$ cat src/lcw_pkg.sv
// Shared types, codes, tables and helper functions of the LED color waveform generator.
package lcw_pkg;

    localparam int COUNT_BITS_DEF = 24;
    localparam int MAX_CHANNELS   = 3;
    localparam int EC_W           = 24;
    localparam int CH_W           = 16;
    localparam int DVD_W          = 32;

    localparam logic [1:0] KIND_SQUARE   = 2'd0;
    localparam logic [1:0] KIND_RAMP     = 2'd1;
    localparam logic [1:0] KIND_SINE     = 2'd2;
    localparam logic [1:0] KIND_TRIANGLE = 2'd3;

    localparam logic [1:0] ST_OK      = 2'd0;
    localparam logic [1:0] ST_INVALID = 2'd1;
    localparam logic [1:0] ST_DONE    = 2'd2;

    localparam logic [2:0] CFG_KIND      = 3'd0;
    localparam logic [2:0] CFG_COLOR     = 3'd1;
    localparam logic [2:0] CFG_CHANNELS  = 3'd2;
    localparam logic [2:0] CFG_LOG       = 3'd3;
    localparam logic [2:0] CFG_INTENSITY = 3'd4;
    localparam logic [2:0] CFG_UPPER     = 3'd5;
    localparam logic [2:0] CFG_DUTY      = 3'd6;
    localparam logic [2:0] CFG_COUNT     = 3'd7;

    localparam logic [6:0] PERCENT_MAX = 7'd100;

    typedef logic [15:0] t_tab [0:32];

    localparam t_tab LOG_TAB = '{
        16'd0, 16'd58, 16'd125, 16'd203, 16'd294, 16'd402, 16'd528, 16'd676,
        16'd850, 16'd1057, 16'd1300, 16'd1589, 16'd1930, 16'd2334, 16'd2813, 16'd3381,
        16'd4055, 16'd4856, 16'd5806, 16'd6934, 16'd8274, 16'd9866, 16'd11758, 16'd14006,
        16'd16678, 16'd19854, 16'd23630, 16'd28118, 16'd33454, 16'd39798, 16'd47340,
        16'd56309, 16'd65535
    };

    localparam t_tab SIN_TAB = '{
        16'd0, 16'd3228, 16'd6449, 16'd9653, 16'd12835, 16'd15985, 16'd19096, 16'd22161,
        16'd25172, 16'd28122, 16'd31004, 16'd33811, 16'd36535, 16'd39171, 16'd41711,
        16'd44151, 16'd46483, 16'd48702, 16'd50803, 16'd52781, 16'd54630, 16'd56347,
        16'd57927, 16'd59366, 16'd60662, 16'd61810, 16'd62808, 16'd63653, 16'd64344,
        16'd64878, 16'd65255, 16'd65474, 16'd65535
    };

    // channels the palette color requires
    function automatic logic [1:0] f_need(input logic [2:0] color);
        logic [1:0] r;
        case (color)
            3'd0, 3'd1: r = 2'd1;
            3'd2, 3'd4: r = 2'd2;
            default:    r = 2'd3;
        endcase
        return r;
    endfunction

    // bit i set where palette channel i is full scale
    function automatic logic [2:0] f_mask(input logic [2:0] color);
        logic [2:0] r;
        case (color)
            3'd1:    r = 3'b001;
            3'd2:    r = 3'b010;
            3'd3:    r = 3'b100;
            3'd4:    r = 3'b011;
            3'd5:    r = 3'b110;
            3'd6:    r = 3'b101;
            3'd7:    r = 3'b111;
            default: r = 3'b000;
        endcase
        return r;
    endfunction

    function automatic logic [15:0] f_interp(input t_tab tab, input logic [7:0] x);
        logic [15:0] a;
        logic [15:0] b;
        logic [18:0] d;
        a = tab[x[7:3]];
        b = tab[6'(x[7:3]) + 6'd1];
        d = 19'(b - a) * 19'(x[2:0]);
        return a + 16'(d >> 3);
    endfunction

    function automatic logic [15:0] f_log(input logic [7:0] x);
        logic [15:0] r;
        if (x == 8'd0) begin
            r = 16'd0;
        end else if (x == 8'd255) begin
            r = 16'hFFFF;
        end else begin
            r = f_interp(LOG_TAB, x);
        end
        return r;
    endfunction

endpackage

$ cat src/led_color_waveform_generator.sv
// Top level of the LED color waveform generator.
// One word in gives one word out. A word with invalid settings or after the pattern
// has finished is answered in the cycle after acceptance; a sample word is formed by the
// shared bit-serial divider in two divisions (peak scaling, then the position or square
// threshold division), followed by the level lookup, multiply and correction steps.
// One word is in work at a time; the next is taken once the result has been delivered.
module led_color_waveform_generator
    import lcw_pkg::*;
#(
    parameter int COUNT_BITS = COUNT_BITS_DEF
) (
    input  logic        i_clk,
    input  logic        i_rst_n,
    input  logic        s_axis_tvalid,
    output logic        s_axis_tready,
    input  logic [7:0]  s_axis_tdata,   // [0] restart
    output logic        m_axis_tvalid,
    input  logic        m_axis_tready,
    output logic [47:0] m_axis_tdata,   // [15:0] chan0_value, [31:16] chan1_value, [47:32] chan2_value
    output logic [1:0]  m_axis_tuser,   // [1:0] status
    output logic        m_axis_tlast,
    input  logic        i_cfg_valid,
    output logic        o_cfg_ready,
    input  logic [2:0]  i_cfg_index,
    input  logic [23:0] i_cfg_data
);

    typedef enum logic [6:0] {
        S_IDLE = 7'b0000001,
        S_PEAK = 7'b0000010,
        S_SEC  = 7'b0000100,
        S_LVL  = 7'b0001000,
        S_MUL  = 7'b0010000,
        S_FIX  = 7'b0100000,
        S_OUT  = 7'b1000000
    } t_state;

    t_state r_state;

    logic [1:0]            r_kind;
    logic [2:0]            r_color;
    logic [1:0]            r_chans;
    logic                  r_log;
    logic [6:0]            r_inten;
    logic [15:0]           r_upper;
    logic [6:0]            r_duty;
    logic [EC_W-1:0]       r_count;

    logic [COUNT_BITS-1:0] r_idx;
    logic [1:0]            r_part;
    logic                  r_fin;

    logic [EC_W-1:0]       r_plen;
    logic [2:0]            r_parts;
    logic [15:0]           r_peak;
    logic [DVD_W-1:0]      r_quo;
    logic [15:0]           r_m;
    logic [31:0]           r_prod;

    logic                  r_div_start;
    logic [DVD_W-1:0]      r_div_n;
    logic [EC_W-1:0]       r_div_d;
    logic                  w_div_done;
    logic [DVD_W-1:0]      w_div_q;

    logic                  r_ovalid;
    logic [47:0]           r_odata;
    logic [1:0]            r_ouser;
    logic                  r_olast;

    logic                  w_acc;
    logic [COUNT_BITS-1:0] w_idx;
    logic [1:0]            w_part;
    logic                  w_fin;
    logic                  w_valid;
    logic [EC_W-1:0]       w_plen;
    logic [2:0]            w_parts;
    logic                  w_empty;

    logic [7:0]            w_q8;
    logic [7:0]            w_lvl;
    logic [7:0]            w_sidx;
    logic [15:0]           w_sin;
    logic [15:0]           w_sv;
    logic [15:0]           w_m;

    logic [32:0]           w_fix;
    logic [15:0]           w_on;
    logic [15:0]           w_off;
    logic [2:0]            w_mask;
    logic [15:0]           w_ch [0:2];
    logic [COUNT_BITS:0]   w_idx_inc;
    logic [2:0]            w_part_inc;
    logic                  w_wrap;

    lcw_div u_div (
        .i_clk      (i_clk),
        .i_rst_n    (i_rst_n),
        .i_start    (r_div_start),
        .i_dividend (r_div_n),
        .i_divisor  (r_div_d),
        .o_done     (w_div_done),
        .o_quotient (w_div_q)
    );

    assign s_axis_tready = (r_state == S_IDLE);
    assign o_cfg_ready   = 1'b1;
    assign w_acc         = s_axis_tvalid && s_axis_tready;

    always_comb begin
        w_idx  = s_axis_tdata[0] ? '0 : r_idx;
        w_part = s_axis_tdata[0] ? 2'd0 : r_part;
        w_fin  = s_axis_tdata[0] ? 1'b0 : r_fin;
        w_valid = (r_chans != 2'd0) && (32'(r_chans) <= 32'(MAX_CHANNELS))
               && (r_chans >= f_need(r_color))
               && !((r_kind == KIND_SQUARE) && (r_duty > PERCENT_MAX))
               && (r_inten <= PERCENT_MAX)
               && ((32'(r_count) >> COUNT_BITS) == 32'd0);
        unique case (r_kind)
            KIND_SINE: begin
                w_plen  = r_count >> 2;
                w_parts = 3'd4;
            end
            KIND_TRIANGLE: begin
                w_plen  = r_count >> 1;
                w_parts = 3'd2;
            end
            default: begin
                w_plen  = r_count;
                w_parts = 3'd1;
            end
        endcase
        w_empty = (w_plen == '0) || (3'(w_part) >= w_parts) || (EC_W'(w_idx) >= w_plen);
    end

    always_comb begin
        w_q8   = r_quo[7:0];
        w_sidx = r_part[0] ? 8'd255 - w_q8 : w_q8;
        w_sin  = f_interp(SIN_TAB, w_sidx);
        w_sv   = r_part[1] ? 16'd32768 - (w_sin >> 1) : 16'd32768 + (w_sin >> 1);
        case (r_kind)
            KIND_SQUARE:   w_lvl = (DVD_W'(r_idx) < r_quo) ? 8'd255 : 8'd0;
            KIND_TRIANGLE: w_lvl = (r_part == 2'd1) ? 8'd255 - w_q8 : w_q8;
            default:       w_lvl = w_q8;
        endcase
        if (r_kind == KIND_SINE) begin
            w_m = r_log ? f_log(w_sv[15:8]) : w_sv;
        end else begin
            w_m = r_log ? f_log(w_lvl) : {w_lvl, w_lvl};
        end
    end

    always_comb begin
        w_fix  = 33'(r_prod) + 33'(r_prod >> 16) + 33'd1;
        w_on   = w_fix[31:16];
        w_off  = ((r_kind == KIND_TRIANGLE) && (r_part == 2'd1)) ? r_peak : 16'd0;
        w_mask = f_mask(r_color);
        for (int i = 0; i < 3; i++) begin
            if (2'(i) < r_chans) begin
                w_ch[i] = w_mask[i] ? w_on : w_off;
            end else begin
                w_ch[i] = 16'd0;
            end
        end
        w_idx_inc  = (COUNT_BITS + 1)'(r_idx) + 1'b1;
        w_part_inc = 3'(r_part) + 3'd1;
        w_wrap     = (32'(w_idx_inc) >= 32'(r_plen));
    end

    always_ff @(posedge i_clk) begin
        if (!i_rst_n) begin
            r_kind  <= KIND_SQUARE;
            r_color <= 3'd0;
            r_chans <= 2'd1;
            r_log   <= 1'b0;
            r_inten <= 7'd100;
            r_upper <= 16'hFFFF;
            r_duty  <= 7'd50;
            r_count <= EC_W'(256);
        end else if (i_cfg_valid) begin
            unique case (i_cfg_index)
                CFG_KIND:      r_kind  <= i_cfg_data[1:0];
                CFG_COLOR:     r_color <= i_cfg_data[2:0];
                CFG_CHANNELS:  r_chans <= i_cfg_data[1:0];
                CFG_LOG:       r_log   <= i_cfg_data[0];
                CFG_INTENSITY: r_inten <= i_cfg_data[6:0];
                CFG_UPPER:     r_upper <= i_cfg_data[15:0];
                CFG_DUTY:      r_duty  <= i_cfg_data[6:0];
                CFG_COUNT:     r_count <= i_cfg_data;
                default:       r_count <= r_count;
            endcase
        end
    end

    always_ff @(posedge i_clk) begin
        if (!i_rst_n) begin
            r_state     <= S_IDLE;
            r_idx       <= '0;
            r_part      <= 2'd0;
            r_fin       <= 1'b0;
            r_div_start <= 1'b0;
            r_ovalid    <= 1'b0;
        end else begin
            r_div_start <= 1'b0;
            unique case (r_state)
                S_IDLE: begin
                    if (w_acc) begin
                        r_idx   <= w_idx;
                        r_part  <= w_part;
                        r_plen  <= w_plen;
                        r_parts <= w_parts;
                        r_odata <= '0;
                        r_olast <= 1'b0;
                        if (!w_valid) begin
                            r_fin    <= w_fin;
                            r_ouser  <= ST_INVALID;
                            r_ovalid <= 1'b1;
                            r_state  <= S_OUT;
                        end else if (w_fin || w_empty) begin
                            r_fin    <= 1'b1;
                            r_ouser  <= ST_DONE;
                            r_ovalid <= 1'b1;
                            r_state  <= S_OUT;
                        end else begin
                            r_fin       <= 1'b0;
                            r_div_start <= 1'b1;
                            r_div_n     <= DVD_W'(r_upper) * DVD_W'(r_inten);
                            r_div_d     <= EC_W'(100);
                            r_state     <= S_PEAK;
                        end
                    end
                end
                S_PEAK: begin
                    if (w_div_done) begin
                        r_peak      <= w_div_q[15:0];
                        r_div_start <= 1'b1;
                        if (r_kind == KIND_SQUARE) begin
                            r_div_n <= DVD_W'(r_count) * DVD_W'(r_duty);
                            r_div_d <= EC_W'(100);
                        end else begin
                            r_div_n <= (DVD_W'(r_idx) << 8) - DVD_W'(r_idx);
                            r_div_d <= r_plen;
                        end
                        r_state <= S_SEC;
                    end
                end
                S_SEC: begin
                    if (w_div_done) begin
                        r_quo   <= w_div_q;
                        r_state <= S_LVL;
                    end
                end
                S_LVL: begin
                    r_m     <= w_m;
                    r_state <= S_MUL;
                end
                S_MUL: begin
                    r_prod  <= 32'(r_peak) * 32'(r_m);
                    r_state <= S_FIX;
                end
                S_FIX: begin
                    r_odata  <= {w_ch[2], w_ch[1], w_ch[0]};
                    r_ouser  <= ST_OK;
                    r_ovalid <= 1'b1;
                    r_olast  <= 1'b0;
                    if (w_wrap) begin
                        r_idx <= '0;
                        if (w_part_inc >= r_parts) begin
                            r_part  <= 2'd0;
                            r_fin   <= 1'b1;
                            r_olast <= 1'b1;
                        end else begin
                            r_part <= w_part_inc[1:0];
                        end
                    end else begin
                        r_idx <= w_idx_inc[COUNT_BITS-1:0];
                    end
                    r_state <= S_OUT;
                end
                S_OUT: begin
                    if (m_axis_tready) begin
                        r_ovalid <= 1'b0;
                        r_state  <= S_IDLE;
                    end
                end
                default: r_state <= S_IDLE;
            endcase
        end
    end

    assign m_axis_tvalid = r_ovalid;
    assign m_axis_tdata  = r_odata;
    assign m_axis_tuser  = r_ouser;
    assign m_axis_tlast  = r_olast;

`ifndef NO_ASSERTIONS
    a_valid_in_out: assert property (@(posedge i_clk) disable iff (!i_rst_n)
        m_axis_tvalid |-> (r_state == S_OUT))
        else $error("result shown outside output state");
    a_last_ok: assert property (@(posedge i_clk) disable iff (!i_rst_n)
        (m_axis_tvalid && m_axis_tlast) |-> (m_axis_tuser == ST_OK && r_fin))
        else $error("last on a non-sample word or without finishing");
    a_err_zero: assert property (@(posedge i_clk) disable iff (!i_rst_n)
        (m_axis_tvalid && m_axis_tuser != ST_OK) |-> (m_axis_tdata == '0 && !m_axis_tlast))
        else $error("error word carries data");
    a_div_idle: assert property (@(posedge i_clk) disable iff (!i_rst_n)
        w_div_done |-> (r_state == S_PEAK || r_state == S_SEC))
        else $error("divider finished outside a division state");
`endif

endmodule

$ cat src/lcw_div.sv
// Bit-serial restoring divider, one quotient bit per cycle.
module lcw_div
    import lcw_pkg::*;
(
    input  logic               i_clk,
    input  logic               i_rst_n,
    input  logic               i_start,
    input  logic [DVD_W-1:0]   i_dividend,
    input  logic [EC_W-1:0]    i_divisor,
    output logic               o_done,
    output logic [DVD_W-1:0]   o_quotient
);

    localparam int CNT_W = $clog2(DVD_W);

    logic [DVD_W-1:0]         r_quo;
    logic [EC_W-1:0]          r_rem;
    logic [EC_W-1:0]          r_dvs;
    logic [CNT_W-1:0]         r_cnt;
    logic                     r_busy;
    logic                     r_done;
    logic [EC_W:0]            w_trial;
    logic                     w_bit;

    assign w_trial = {r_rem, r_quo[DVD_W-1]};
    assign w_bit   = (w_trial >= {1'b0, r_dvs});

    always_ff @(posedge i_clk) begin
        if (!i_rst_n) begin
            r_busy <= 1'b0;
            r_done <= 1'b0;
            r_cnt  <= '0;
        end else begin
            r_done <= r_busy && (r_cnt == CNT_W'(DVD_W - 1));
            if (i_start) begin
                r_busy <= 1'b1;
                r_cnt  <= '0;
            end else if (r_busy) begin
                r_cnt <= r_cnt + 1'b1;
                if (r_cnt == CNT_W'(DVD_W - 1)) begin
                    r_busy <= 1'b0;
                end
            end
        end
    end

    always_ff @(posedge i_clk) begin
        if (i_start) begin
            r_quo <= i_dividend;
            r_rem <= '0;
            r_dvs <= i_divisor;
        end else if (r_busy) begin
            r_quo <= {r_quo[DVD_W-2:0], w_bit};
            r_rem <= w_bit ? EC_W'(w_trial - {1'b0, r_dvs}) : w_trial[EC_W-1:0];
        end
    end

    assign o_done     = r_done;
    assign o_quotient = r_quo;

endmodule
$ cat config.mk
export PLATFORM = sky130hd
export DESIGN_NAME = led_color_waveform_generator
export DESIGN_NICKNAME = d
export VERILOG_FILES = /design/src/lcw_pkg.sv /design/src/led_color_waveform_generator.sv /design/src/lcw_div.sv
export SDC_FILE = /design/constraint.sdc
export NUM_CORES = 2
export LEC_CHECK = 0
export ABC_AREA = 0
export BUFFER_PORTS_ARGS = -buffer_cell sky130_fd_sc_hd__clkbuf_2
export CORE_MARGIN = 3
export CORE_UTILIZATION = 45
export DETAILED_ROUTE_END_ITERATION = 16
export PLACE_DENSITY_LB_ADDON = 0.08
export SKIP_CTS_REPAIR_TIMING = 1
export SKIP_LAST_GASP = 1
export SYNTH_ARGS = -nofsm -noshare
export SYNTH_HDL_FRONTEND = slang
export SYNTH_SLANG_ARGS = --single-unit
$ cat constraint.sdc
create_clock -name i_clk -period 50.2 [get_ports i_clk]
set_clock_uncertainty 0.15 [all_clocks]
set_input_delay 10.04 -clock i_clk [delete_from_list [all_inputs] [get_ports i_clk]]
set_output_delay 10.04 -clock i_clk [all_outputs]
set_load 0.01 [all_outputs]
==> results by stage <==
Synthesis:
- The net count of the mapped netlist is 7290.
- The most used flip-flop cell after synthesis is sky130_fd_sc_hd__edfxtp_1.
- In the synthesized netlist the async set-or-reset flop fraction comes to 0%.
- After synthesis, the largest area contributor takes up 16.5% of total cell area.
- The dominant cell type by area after synthesis is sky130_fd_sc_hd__fa_1.
- The number of different library cells used by synthesis comes to 97.
- The total of warnings raised by yosys is 0.
- The number of flops mapped to enable cells by yosys is between 200 and 300.
- After synthesis, the mean cell area works out to 8.28 sq um.
- The number of synthesized register bits is ~420.
- The area of the mapped netlist is approximately 0.052 sq mm.
- By area the synthesized netlist is led by sky130_fd_sc_hd__fa_1, sky130_fd_sc_hd__edfxtp_1, sky130_fd_sc_hd__ha_1.
- By count the netlist is led by sky130_fd_sc_hd__nand2_1, sky130_fd_sc_hd__inv_1, sky130_fd_sc_hd__ha_1.
- The gate count of the mapped netlist is 6314.
- The portion of the post-synthesis area used by sequential elements is 21.4%.
- sky130_fd_sc_hd__nand2_1 is the most common cell in the netlist.

Timing:
- The worst path needs 20.44 ns of the cycle, external delays included.
- The count of final max-slew check failures is 0.
- Setup violations remaining at the end of the flow were counted as 0.
- The worst max-slew margin expressed relative to the limit is between 10% and 20%.
- Setup total negative slack on the finished layout was measured at 0 ns.
- For the pin with the worst max-slew slack, the measured transition is 1.24 ns.
- For this run, the top clock speed supported by timing is 0.0489 GHz.
- The final critical-path share of the clock period is 40.7%.
- The tightest hold path in the finished design has a slack of 0.267 ns.
- Setup repair after global routing left no endpoint under its margin.
- The number of hold violations in the final report came to 0.

Detailed routing:
- The count of nets left with antenna violations once routing finished came out at 0.
- The first-pass detailed-route iteration total is 7.
- The post-detailed-routing wire length is 156 mm.
- After detailed routing, the average wire length per cell comes to 20.1 microns.
- The detailed router finished its first iteration with between 3000 and 4000 violations.
- The number of remaining DRC errors is 0.
- The final route contains 44200 vias.
- In the routed layout, each cell is associated on average with a via count of 5.71.

Global route:
- The met2 track demand over resource in global routing is 40.5%.
- The first global-routing pass estimated 248 mm of wire.
- The most used routing layer is met2.
- For met1 alone, demand over resource in global routing was a little under two fifths.
- The number of antenna violations at the first check in global routing is 2.
- Entering global routing, the biggest net connects 60 pins.
- The aggregate global routing overflow is 0.
- The via count of the first global-routing pass was between 40000 and 50000.
- Global routing used 25.7% of the available tracks.
- For this run, global-route usage on met3 was measured as 3.37%.

Power:
- The power per cell area is a little over 40 mW/mm^2.
- The completed layout was analyzed and its total power is 2250 uW.
- The leakage power total is approximately 0.026 uW.
- The maximum vdd drop is 0.0000931 V.

Cells and area:
- The summed area of non-filler cells in the final layout is approximately 0.056 sq mm.
- The share of final-layout standard cells stronger than drive strength 1 is 5.99%.
- Registers take 0.0112 sq mm.
- In the final layout, the multi-input gates occupy 0.0370 sq mm.
- At the end of the flow the core is filled with cells to approximately 49%.
- The layout filler cell count is 11300.
- The number of nets at the end of the flow is 7162.
- The area growth from synthesis to layout is 6.78%.

Clock network:
- The number of clock sinks seen by CTS is ~420.
- The clock passes through at most 3 buffers.
- The clock network latency to the later pin of the worst-skew pair is about 0.67 ns.
- The H-tree depth reported by CTS is 2.
- The clock tree from TritonCTS is built.
- The clock-pin slew on the worst setup and hold paths is ~0.06 ns.
- The cell sitting at the root of the clock tree is a sky130_fd_sc_hd__clkbuf_16.
- The CTS buffer count is 50.

Place:
- The area of placed instances is 0.0541 sq mm.
- During placement, the flow inserted port buffers numbering 85.
- The weighted congestion at the end of routability-driven global placement is 0.900.
- Summed over all nets, the half-perimeter wirelength after detailed placement is between 100 and 150 mm.

Setup path:
- The arrival time at the worst endpoint is 20.63 ns.
- Among the stages of the critical path, the cell type that occurs most often is sky130_fd_sc_hd__o21ai_0.
- On the worst path, the slowest cell contributes a delay of roughly 0.74 ns.
- For this design, the slowest cell found on the critical path is sky130_fd_sc_hd__xnor3_1.
- The critical path is of the flip-flop to flip-flop type.
- STA classifies the critical path endpoint as a flip-flop.
- At the worst endpoint, the required time is 50.39 ns.
- The worst setup path is launched from a flip-flop.
- The largest fanout on the critical path is 35.

Floorplanning:
- The core footprint is around 0.11 sq mm.
- The die width is 347 microns.
- For this configuration, the core starts out at a cell density of 45.5%.
- The die is 347 microns tall.
- The area enclosed by the die boundary is 0.120 sq mm.
- Row generation in the floorplan step produced 124 rows.
- The number of placed I/O pins is 94.

Run status:
- The run finished with clean final reports.

Run:
- The number of violations of the max-capacitance limit is 0.

Hold path:
- The classification of the worst-slack hold path is flip-flop to flip-flop.
==> per-stage QoR <==
step                setup slack [ns]  std cells
global placement               30.18       7646
CTS                            30.03       7739
global route                   27.96       7739
detailed placement             30.21       7646
finish                         29.76       7741
floorplan                      32.47       6314
==> worst max-delay path: cells and delay by family (launching register included) <==
family	cells	cell delay [ns]
AO/OA/AOI/OAI	34	7.43
adder cells (fa/ha/maj)	11	4.14
XOR/XNOR	7	2.44
buffers and inverters	11	2.49
AND/OR/NAND/NOR	14	3.11
flip-flops	1	0.30
==> where the power goes <==
part / internal [uW] / switching (uW) / leakage [uW]
clock network: 219 / 162 / 0.000826
registers: 415 / 27.2 / 0.00367
logic: 623 / 802 / 0.0211
total: 1260 / 991 / 0.0256
==> layer usage <==
layer | vias to the layer above | wire length, microns
li1 | 21100 | -
met1 | 21500 | 72400
met2 | 1420 | 69200
met4 | 2 | 4320
met3 | 236 | 9940
met5 | - | 13
==> placed cells by master, fill, tap and decap left out, drive strengths merged, types with 34 or more instances in the layout <==
cell type,count
nand2,935
inv,765
ha,506
nor2,466
fa,430
a21oi,397
edfxtp,286
o21ai,269
xnor2,204
and2,195
clkbuf,140
dfxtp,129
nand3,111
a211oi,102
nor3,102
a21o,93
buf,88
xor2,88
o21a,66
mux2i,56
nor2b,47
nand2b,45
nand4,43
a31oi,40
and3,39
o22ai,37
mux2,37
a21boi,35
o21bai,34
or3,34
==> final timing paths <==
| path | end | slack, ns | cells past startpoint | start |
|---|---|---|---|---|
| setup / recovery | r_m[15] | 29.76 | 77 | r_part[0] |
| hold / removal | u_div.r_dvs[16] | 0.27 | 0 | r_div_d[16] |
| setup reg to reg | r_m[15] | 29.76 | 77 | r_part[0] |
| hold reg to reg | u_div.r_dvs[16] | 0.27 | 0 | r_div_d[16] |
==> registers in the layout (all words and copies together), names as in the netlist, 32 cells and up <==
register and flops:
m_axis_tdata 48, r_div_n 32, r_prod 32, r_quo 32, u_div.o_quotient 32
==> cell type report <==
type / count / area share [%]
Tap cell: 1512 / 3.39
Clock buffer: 55 / 2.29
Sequential cell: 415 / 20.0
Antenna cell: 2 / 0.00897
Inverter: 769 / 5.17
Timing Repair Buffer: 173 / 1.95
Multi-Input combinational cell: 4777 / 66.4
Clock inverter: 38 / 0.816
==> kinds of logic after synthesis <==
group	Yosys count	synth area share, %
simple gates	2101	18.2
compound gates	1349	16.8
buf+inv	1122	8.09
fa+ha+maj	936	28.6
flops	415	21.4
xor+xnor	295	5.02
mux	95	1.96
other cells	1	0.00717
(Power assumes the default switching activity.)
